### config.mk
export PLATFORM = sky130hd
export DESIGN_NAME = phoneme_token_parser_core
export DESIGN_NICKNAME = d
export VERILOG_FILES = /design/src/rtl/core/ptp_pkg.sv /design/src/rtl/core/ptp_ram.sv /design/src/rtl/core/ptp_stress_table.sv /design/src/rtl/core/ptp_out_fifo.sv /design/src/rtl/core/phoneme_token_parser_core.sv
export SDC_FILE = /design/constraint.sdc
export NUM_CORES = 2
export LEC_CHECK = 0
export BUFFER_PORTS_ARGS = -buffer_cell sky130_fd_sc_hd__buf_2
export CORE_UTILIZATION = 55
export CTS_CLUSTER_SIZE = 28
export DETAILED_ROUTE_END_ITERATION = 7
export HOLD_SLACK_MARGIN = 0.12
export PLACE_DENSITY = 0.85
export SYNTH_ARGS = -nofsm -noshare
export SYNTH_HDL_FRONTEND = slang
export SYNTH_SLANG_ARGS = --single-unit
### constraint.sdc
create_clock -name clk -period 3.4 [get_ports clk]
set_clock_uncertainty 0.15 [all_clocks]
set_input_delay 1.02 -clock clk [delete_from_list [all_inputs] [get_ports clk]]
set_output_delay 1.02 -clock clk [all_outputs]
set_load 0.05 [all_outputs]
### src/rtl/core/ptp_pkg.sv
// Package for the phoneme token parser.
// Holds the result type, operation and result codes, and reset constants.
// No dependencies.
package ptp_pkg;

    localparam int PH_W = 7;
    localparam int STRESS_W = 4;

    localparam logic [1:0] OP_PARSE = 2'd0;
    localparam logic [1:0] OP_LOAD_NAME = 2'd1;
    localparam logic [1:0] OP_LOAD_STRESS = 2'd2;

    localparam logic [1:0] KIND_PHONEME = 2'd0;
    localparam logic [1:0] KIND_END = 2'd1;
    localparam logic [1:0] KIND_ERROR = 2'd2;

    localparam logic [1:0] CFG_NAME_COUNT = 2'd0;
    localparam logic [1:0] CFG_END_MARKER = 2'd1;

    localparam logic [7:0] WILDCARD = 8'd42;
    localparam logic [7:0] NAME_COUNT_RST = 8'd81;
    localparam logic [7:0] END_MARKER_RST = 8'd155;

    typedef struct packed {
        logic [1:0]          kind;
        logic [PH_W-1:0]     phoneme;
        logic [STRESS_W-1:0] stress_level;
        logic                last;
    } result_t;

endpackage

### src/rtl/core/ptp_ram.sv
// Generic single-port-write, single-port-read RAM with a registered read.
// No dependencies.
module ptp_ram #(
    parameter int WIDTH = 16,
    parameter int DEPTH = 128
) (
    input  logic                     clk,
    input  logic                     wr_en,
    input  logic [$clog2(DEPTH)-1:0] wr_addr,
    input  logic [WIDTH-1:0]         wr_data,
    input  logic                     rd_en,
    input  logic [$clog2(DEPTH)-1:0] rd_addr,
    output logic [WIDTH-1:0]         rd_data
);

    logic [WIDTH-1:0] mem [DEPTH];

    always_ff @(posedge clk)
    begin
        if (wr_en)
        begin
            mem[wr_addr] <= wr_data;
        end
        if (rd_en)
        begin
            rd_data <= mem[rd_addr];
        end
    end

endmodule

### src/rtl/core/ptp_stress_table.sv
// Stress character table with a parallel lookup of the highest matching level.
// Depends on ptp_pkg.
module ptp_stress_table #(
    parameter int STRESS_SLOTS = 9
) (
    input  logic                           clk,
    input  logic                           wr_en,
    input  logic [6:0]                     wr_slot,
    input  logic [7:0]                     wr_data,
    input  logic [7:0]                     key,
    output logic [ptp_pkg::STRESS_W-1:0]   level
);

    import ptp_pkg::*;

    logic [7:0] stress_mem [STRESS_SLOTS];

    always_ff @(posedge clk)
    begin
        for (int i = 0; i < STRESS_SLOTS; i++)
        begin
            if (wr_en && (wr_slot == 7'(i)))
            begin
                stress_mem[i] <= wr_data;
            end
        end
    end

    always_comb
    begin
        level = '0;
        for (int i = 1; i < STRESS_SLOTS; i++)
        begin
            if (stress_mem[i] == key)
            begin
                level = STRESS_W'(i);
            end
        end
    end

endmodule

### src/rtl/core/ptp_out_fifo.sv
// Two-entry result queue that decouples the parser from the output channel.
// Depends on ptp_pkg.
module ptp_out_fifo (
    input  logic             clk,
    input  logic             rst_n,
    input  logic             push,
    input  ptp_pkg::result_t push_data,
    output logic             full,
    output logic             out_valid,
    input  logic             out_stall,
    output ptp_pkg::result_t out_data
);

    import ptp_pkg::*;

    result_t    entry_reg [2];
    logic       wr_ptr_reg;
    logic       wr_ptr_next;
    logic       rd_ptr_reg;
    logic       rd_ptr_next;
    logic [1:0] count_reg;
    logic [1:0] count_next;
    logic       pop;

    assign full = (count_reg == 2'd2);
    assign out_valid = (count_reg != 2'd0);
    assign out_data = entry_reg[rd_ptr_reg];
    assign pop = out_valid && !out_stall;

    always_comb
    begin
        wr_ptr_next = push ? !wr_ptr_reg : wr_ptr_reg;
        rd_ptr_next = pop ? !rd_ptr_reg : rd_ptr_reg;
        count_next = count_reg;
        if (push && !pop)
        begin
            count_next = count_reg + 2'd1;
        end
        else if (pop && !push)
        begin
            count_next = count_reg - 2'd1;
        end
    end

    always_ff @(posedge clk or negedge rst_n)
    begin
        if (!rst_n)
        begin
            wr_ptr_reg <= 1'b0;
            rd_ptr_reg <= 1'b0;
            count_reg <= 2'd0;
        end
        else
        begin
            wr_ptr_reg <= wr_ptr_next;
            rd_ptr_reg <= rd_ptr_next;
            count_reg <= count_next;
        end
    end

    always_ff @(posedge clk)
    begin
        if (push)
        begin
            entry_reg[wr_ptr_reg] <= push_data;
        end
    end

    // The parser only pushes when there is room.
    assert property (@(posedge clk) disable iff (!rst_n) push |-> !full)
        else $error("Result pushed into a full queue.");

    assert property (@(posedge clk) disable iff (!rst_n) count_reg != 2'd3)
        else $error("Result queue count out of range.");

endmodule

### src/rtl/core/phoneme_token_parser_core.sv
// Phoneme token parser: tokenizes phoneme-text bytes against a loaded table.
// Load operations do not leave the idle state; a parse byte with no pending byte goes
// straight to the decision step, and one with a pending byte first scans the name RAM one
// entry per cycle, min(name_count, NAME_SLOTS) entries; results wait for room in the queue.
// Reset is asynchronous, clears the parse state but the current byte and staged results,
// and loads register defaults; name and stress tables are undefined until loaded.
module phoneme_token_parser_core #(
    parameter int NAME_SLOTS = 128,
    parameter int STRESS_SLOTS = 9
) (
    input  logic                         clk,
    input  logic                         rst_n,
    input  logic                         in_valid,
    output logic                         in_stall,
    input  logic [1:0]                   op,
    input  logic [7:0]                   ch,
    input  logic [7:0]                   second_ch,
    input  logic [6:0]                   slot,
    output logic                         out_valid,
    input  logic                         out_stall,
    output logic [1:0]                   kind,
    output logic [ptp_pkg::PH_W-1:0]     phoneme,
    output logic [ptp_pkg::STRESS_W-1:0] stress_level,
    output logic                         last,
    input  logic                         cfg_valid,
    output logic                         cfg_ready,
    input  logic [1:0]                   cfg_index,
    input  logic [7:0]                   cfg_data
);

    import ptp_pkg::*;

    localparam int AW = $clog2(NAME_SLOTS);
    localparam int CW = $clog2(NAME_SLOTS + 1);

    localparam logic [1:0] ST_IDLE = 2'd0;
    localparam logic [1:0] ST_SCAN = 2'd1;
    localparam logic [1:0] ST_DECIDE = 2'd2;
    localparam logic [1:0] ST_EMIT = 2'd3;

    logic [1:0]          state_reg;
    logic [1:0]          state_next;
    logic [7:0]          name_count_reg;
    logic [7:0]          end_marker_reg;
    logic [7:0]          cur_ch_reg;
    logic [7:0]          pending_byte_reg;
    logic [7:0]          pending_byte_next;
    logic                pending_valid_reg;
    logic                pending_valid_next;
    logic [PH_W-1:0]     held_phoneme_reg;
    logic [PH_W-1:0]     held_phoneme_next;
    logic                held_valid_reg;
    logic                held_valid_next;
    logic [STRESS_W-1:0] held_stress_reg;
    logic [STRESS_W-1:0] held_stress_next;

    logic [CW-1:0]       lim_reg;
    logic [CW-1:0]       lim;
    logic [CW-1:0]       issue_idx_reg;
    logic                rd_live_reg;
    logic [AW-1:0]       data_idx_reg;
    logic                pair_found_reg;
    logic [AW-1:0]       pair_idx_reg;
    logic                wild_found_reg;
    logic [AW-1:0]       wild_idx_reg;

    result_t             res_reg [2];
    result_t             res_next [2];
    logic [1:0]          res_cnt_reg;
    logic [1:0]          res_cnt_next;
    logic                emit_idx_reg;

    logic                in_fire;
    logic                issue;
    logic [15:0]         rd_data;
    logic                is_end;
    logic                done;
    logic                pair_hit;
    logic                wild_hit;
    logic [STRESS_W-1:0] stress_lvl;
    logic                fifo_full;
    logic                push;
    result_t             out_data;

    assign in_stall = (state_reg != ST_IDLE);
    assign in_fire = in_valid && !in_stall;
    assign cfg_ready = 1'b1;
    assign is_end = (cur_ch_reg == end_marker_reg);
    assign issue = (state_reg == ST_SCAN) && (issue_idx_reg < lim_reg);
    assign lim = ({1'b0, name_count_reg} > 9'(NAME_SLOTS)) ? CW'(NAME_SLOTS)
                                                            : CW'(name_count_reg);

    ptp_ram #(
        .WIDTH(16),
        .DEPTH(NAME_SLOTS)
    ) u_name_ram (
        .clk     (clk),
        .wr_en   (in_fire && (op == OP_LOAD_NAME) && ({2'b00, slot} < 9'(NAME_SLOTS))),
        .wr_addr (AW'(slot)),
        .wr_data ({ch, second_ch}),
        .rd_en   (issue),
        .rd_addr (issue_idx_reg[AW-1:0]),
        .rd_data (rd_data)
    );

    ptp_stress_table #(
        .STRESS_SLOTS(STRESS_SLOTS)
    ) u_stress (
        .clk     (clk),
        .wr_en   (in_fire && (op == OP_LOAD_STRESS)),
        .wr_slot (slot),
        .wr_data (ch),
        .key     (pending_byte_reg),
        .level   (stress_lvl)
    );

    assign pair_hit = rd_live_reg && !pair_found_reg && !is_end
                      && (rd_data[15:8] == pending_byte_reg)
                      && (rd_data[7:0] != WILDCARD)
                      && (rd_data[7:0] == cur_ch_reg);
    assign wild_hit = rd_live_reg && !wild_found_reg
                      && (rd_data[15:8] == pending_byte_reg)
                      && (rd_data[7:0] == WILDCARD);

    always_ff @(posedge clk or negedge rst_n)
    begin
        if (!rst_n)
        begin
            name_count_reg <= NAME_COUNT_RST;
            end_marker_reg <= END_MARKER_RST;
        end
        else if (cfg_valid && cfg_ready)
        begin
            if (cfg_index == CFG_NAME_COUNT)
            begin
                name_count_reg <= cfg_data;
            end
            else if (cfg_index == CFG_END_MARKER)
            begin
                end_marker_reg <= cfg_data;
            end
        end
    end

    always_comb
    begin
        held_valid_next = held_valid_reg;
        held_phoneme_next = held_phoneme_reg;
        held_stress_next = held_stress_reg;
        pending_byte_next = pending_byte_reg;
        pending_valid_next = 1'b0;
        res_next[0] = '0;
        res_next[1] = '0;
        res_cnt_next = 2'd0;
        done = 1'b0;
        if (pending_valid_reg)
        begin
            if (pair_found_reg || wild_found_reg)
            begin
                if (held_valid_next)
                begin
                    res_next[res_cnt_next[0]] = '{KIND_PHONEME, held_phoneme_next,
                                                  held_stress_next, 1'b0};
                    res_cnt_next = res_cnt_next + 2'd1;
                end
                held_phoneme_next = pair_found_reg ? PH_W'(pair_idx_reg)
                                                   : PH_W'(wild_idx_reg);
                held_stress_next = '0;
                held_valid_next = 1'b1;
                done = pair_found_reg;
            end
            else if (stress_lvl == '0)
            begin
                res_next[0] = '{KIND_ERROR, '0, '0, 1'b1};
                res_cnt_next = 2'd1;
                held_valid_next = 1'b0;
                held_phoneme_next = '0;
                held_stress_next = '0;
                done = 1'b1;
            end
            else if (held_valid_next)
            begin
                held_stress_next = stress_lvl;
            end
        end
        if (!done)
        begin
            if (is_end)
            begin
                if (held_valid_next)
                begin
                    res_next[res_cnt_next[0]] = '{KIND_PHONEME, held_phoneme_next,
                                                  held_stress_next, 1'b1};
                end
                else
                begin
                    res_next[res_cnt_next[0]] = '{KIND_END, '0, '0, 1'b1};
                end
                res_cnt_next = res_cnt_next + 2'd1;
                held_valid_next = 1'b0;
                held_phoneme_next = '0;
                held_stress_next = '0;
            end
            else
            begin
                pending_byte_next = cur_ch_reg;
                pending_valid_next = 1'b1;
            end
        end
    end

    assign push = (state_reg == ST_EMIT) && !fifo_full;

    always_comb
    begin
        state_next = state_reg;
        unique case (state_reg)
            ST_IDLE:
            begin
                if (in_fire && (op == OP_PARSE))
                begin
                    state_next = pending_valid_reg ? ST_SCAN : ST_DECIDE;
                end
            end
            ST_SCAN:
            begin
                if (!issue && !rd_live_reg)
                begin
                    state_next = ST_DECIDE;
                end
            end
            ST_DECIDE:
            begin
                state_next = (res_cnt_next == 2'd0) ? ST_IDLE : ST_EMIT;
            end
            ST_EMIT:
            begin
                if (push && ({1'b0, emit_idx_reg} + 2'd1 == res_cnt_reg))
                begin
                    state_next = ST_IDLE;
                end
            end
            default:
            begin
                state_next = ST_IDLE;
            end
        endcase
    end

    always_ff @(posedge clk or negedge rst_n)
    begin
        if (!rst_n)
        begin
            state_reg <= ST_IDLE;
            pending_byte_reg <= '0;
            pending_valid_reg <= 1'b0;
            held_phoneme_reg <= '0;
            held_valid_reg <= 1'b0;
            held_stress_reg <= '0;
            rd_live_reg <= 1'b0;
            issue_idx_reg <= '0;
            lim_reg <= '0;
            pair_found_reg <= 1'b0;
            wild_found_reg <= 1'b0;
            res_cnt_reg <= 2'd0;
            emit_idx_reg <= 1'b0;
        end
        else
        begin
            state_reg <= state_next;
            rd_live_reg <= issue;
            if (state_reg == ST_IDLE)
            begin
                issue_idx_reg <= '0;
                lim_reg <= lim;
                pair_found_reg <= 1'b0;
                wild_found_reg <= 1'b0;
            end
            else if (state_reg == ST_SCAN)
            begin
                if (issue)
                begin
                    issue_idx_reg <= issue_idx_reg + CW'(1);
                end
                if (pair_hit)
                begin
                    pair_found_reg <= 1'b1;
                end
                if (wild_hit)
                begin
                    wild_found_reg <= 1'b1;
                end
            end
            if (state_reg == ST_DECIDE)
            begin
                pending_byte_reg <= pending_byte_next;
                pending_valid_reg <= pending_valid_next;
                held_phoneme_reg <= held_phoneme_next;
                held_valid_reg <= held_valid_next;
                held_stress_reg <= held_stress_next;
                res_cnt_reg <= res_cnt_next;
                emit_idx_reg <= 1'b0;
            end
            else if (push)
            begin
                emit_idx_reg <= !emit_idx_reg;
            end
        end
    end

    always_ff @(posedge clk)
    begin
        if (in_fire)
        begin
            cur_ch_reg <= ch;
        end
        if (state_reg == ST_SCAN)
        begin
            data_idx_reg <= issue_idx_reg[AW-1:0];
            if (pair_hit)
            begin
                pair_idx_reg <= data_idx_reg;
            end
            if (wild_hit)
            begin
                wild_idx_reg <= data_idx_reg;
            end
        end
        if (state_reg == ST_DECIDE)
        begin
            res_reg[0] <= res_next[0];
            res_reg[1] <= res_next[1];
        end
    end

    ptp_out_fifo u_out_fifo (
        .clk       (clk),
        .rst_n     (rst_n),
        .push      (push),
        .push_data (res_reg[emit_idx_reg]),
        .full      (fifo_full),
        .out_valid (out_valid),
        .out_stall (out_stall),
        .out_data  (out_data)
    );

    assign kind = out_data.kind;
    assign phoneme = out_data.phoneme;
    assign stress_level = out_data.stress_level;
    assign last = out_data.last;

    // A result transaction is only staged when the decision produced one.
    assert property (@(posedge clk) disable iff (!rst_n)
        (state_reg == ST_EMIT) |-> (res_cnt_reg != 2'd0))
        else $error("Emit state entered with no results.");

    assert property (@(posedge clk) disable iff (!rst_n)
        (state_reg == ST_SCAN) |-> (issue_idx_reg <= lim_reg))
        else $error("Name scan ran past its limit.");

    assert property (@(posedge clk) disable iff (!rst_n)
        $fell(held_valid_reg) |-> ($past(state_reg) == ST_DECIDE))
        else $error("Held phoneme dropped outside the decision step.");

endmodule

==> key figures <==
Status
  • Status: complete, but fails checks
  • Failing checks: negative setup slack

Setup path
  • Required @ worst endpoint: 3.85 ns
  • Max Fanout on Critical Path: 8
  • Startpoint class of the critical path: flop
  • Worst Path Arrival: 4.12 ns
  • Crit. End Element: flop
  • R2r setup slk: -0.26 ns
  • Kind of critical path: flop to flop

STA
  • Fmax: about 270 MHz
  • Min Tclk post-route: 3.66 ns
  • Final max-slew violation count: 0
  • Tightest Pin Transition: 0.920 ns
  • Setup WS post-layout: -0.262 ns
  • Relative slew slack: 38.1%
  • RSZ-0062 raised after global routing: yes
  • Fin crit share: 108%
  • Fin Setup TNS: -3.00 ns
  • Setup Viol. Count Final: 35
  • Final Hold Fails: 0

Global routing
  • M1 GR Usage: between 40% and 50%
  • GR peak layer: met2
  • Number of global-route vias before repair: 47.9k
  • Remaining global-route overflow: 0
  • Largest net degree at the start of global routing: 138
  • Initial antenna violation count: 16
  • First-pass GRT wire length: 376000 um
  • Met2 Use GR: 54.7%
  • GRT Resource Usage Total: 33.8%
  • Met3 usage: under 10%

Floorplan
  • # rows: 146
  • IO Count: 57
  • CORE AREA: 0.159 mm^2
  • Die extent in x: between 400 and 500 um
  • Starting Density: 55.5%
  • Die Ht: approximately 400 um
  • Die Area: roughly 0.16 mm^2

Synth
  • Average size of a mapped cell: 23.4 um^2
  • Syn Inst Count: about 3.8k
  • Number of flops mapped to enable cells by yosys: 2212
  • Post-synth ARST share: 2.85%
  • Synth Warn #: 0
  • Synth unique cells: 67
  • Number of synthesized register bits: 2277
  • Mapped Area: 0.0880 mm^2
  • Synth Flop Type: edfxtp_1
  • Sequential area share after synthesis: around 77%

Detailed routing
  • # DRC: 0
  • Routed Antenna Nets: 0
  • Vias per cell: 7.46
  • DR pass1 iterations: 6
  • First-iteration detailed-routing DRC count: 9096
  • WL/cell: 42.9 um
  • DR vias: 48.8k
  • DRT Wirelength: about 280000 um

Layout
  • Post-layout util: 65.3%
  • Layout cells sized above 1: ~36%
  • Commonest non-fill, non-tap cell in the layout: edfxtp_1
  • Most frequent cells in the layout: edfxtp_1 (2212), mux4_2 (672), buf_4 (233), clkbuf_16 (218), buf_12 (166)
  • Nets: 4341
  • Area grow syn2layout: 17.6%
  • Largest register FFs: 2048

Power
  • Leakage: 32.5 nW
  • Pwr dens: between 700 and 800 mW/mm^2
  • Worst IR Drop VDD: 0.626 mV

Place
  • Routability Congestion: 0.841
  • Port bufs: 55
  • Post-DP HPWL: 138000 um
  • Pre-CTS setup slack: -0.142 ns

Clock network
  • H-tree depth: 4
  • CTS Buffer Depth: 3
  • Clock Sinks: 2277
  • Root Buffer: clkbuf_16
  • Worst-path clk slew: 0.07 ns
  • Inserted Clock Buffers: roughly 210
  • CTS tree: built
  • Clk Latency, worst-skew pair: 0.89 ns

Run
  • Max Cap Violations: 0

Worst hold path
  • Type of the worst min-delay path: input pin to flop
## stage by stage
step	area, um^2	std cells	power (mW)	hold slack, ns
4_1_cts	103000	6488	73.2	0.225
3_3_place_gp	94900	6060	47.0	0.275
2_1_floorplan	88000	3770	42.2	0.271
6_report	104000	6546	75.3	0.274
3_5_place_dp	94900	6060	47.6	0.285
5_1_grt	103000	6536	76.4	0.260
## power by group
group          switching (mW)  leakage, nW  internal [mW]
clock                    11.2         3.40           13.6
combinational            9.27         8.37           8.93
sequential              0.857         20.7           31.5
total                    21.3         32.5           54.0
## path summary, 6_finish.rpt
path                                                    from                              end  cells past startpoint
worst max register to register  issue_idx_reg[0]$_DFFE_PN0P_  u_name_ram.rd_data[6]$_DFFE_PP_                      8
max in group asynchronous                              rst_n  held_phoneme_reg[0]$_DFFE_PN0P_                      4
worst min register to register     data_idx_reg[3]$_DFFE_PP_        wild_idx_reg[3]$_DFFE_PP_                      0
min in group asynchronous                              rst_n     issue_idx_reg[0]$_DFFE_PN0P_                      2
worst max-delay path            issue_idx_reg[0]$_DFFE_PN0P_  u_name_ram.rd_data[6]$_DFFE_PP_                      8
worst min-delay path                             cfg_data[4]    end_marker_reg[4]$_DFFE_PN1P_                      2
## worst max-delay path: stages (launching register included)
cell	delay, ns
dfrtp_4	0.47
buf_12	0.15
buf_12	0.14
buf_12	0.14
buf_16	0.15
mux4_2	0.58
mux4_2	0.63
mux4_2	0.62
mux2_4	0.32
## cells by family after synthesis
kind of cell,synth area share (%)
and+or+nand+nor,1.73
other,0.00854
xor gates and xnor gates,0.926
adders and majority gates,0.142
buffers and inverters,1.00
muxes,18.1
DFF,77.4
AOI/OAI and AO/OA,0.752
## layout make-up
cell class              instances  area, um^2
diodes                         10        25.0
clock buffers                 249        5450
clock inverters               134        1540
fillers                      9081       55100
inverters                      24        90.1
multi-input cells            1278       19100
flip-flops and latches       2277       68100
well taps                    2072        2590
repair buffers                502        6590
## routing by layer
metal	wire length, um	vias to the layer above	share of wire, %
met5	79	-	0.028
met4	22800	10	8.1
met3	38400	1419	14
met2	135000	5742	48
met1	84200	24600	30
li1	-	17100	-
## cell usage after synthesis, types with 10 or more instances
| master | instances | area share [%] |
|---|---|---|
| a21oi_1 | 11 | 0.063 |
| buf_1 | 12 | 0.051 |
| buf_2 | 47 | 0.27 |
| clkbuf_1 | 129 | 0.55 |
| dfrtp_1 | 57 | 1.6 |
| edfxtp_1 | 2212 | 75 |
| ha_1 | 10 | 0.14 |
| inv_1 | 18 | 0.077 |
| mux2_2 | 62 | 0.79 |
| mux4_2 | 672 | 17 |
| nand2_1 | 55 | 0.23 |
| nand3_1 | 19 | 0.11 |
| nand4_1 | 22 | 0.16 |
| nor2_1 | 173 | 0.74 |
| nor3_1 | 10 | 0.057 |
| o21ai_0 | 13 | 0.074 |
| o21ai_1 | 10 | 0.057 |
| xnor2_1 | 56 | 0.56 |
| xor2_1 | 37 | 0.37 |
## timing repair
action / in CTS / in global routing
gates resized for setup: 55 / 40
endpoints found under the setup margin: 31 / 84
cloned: 11 / 7
hold buffers: 1 / 0
hold endpoints to repair: 24 / 0
buffers inserted: 36 / 41
(Power assumes the default switching activity.)
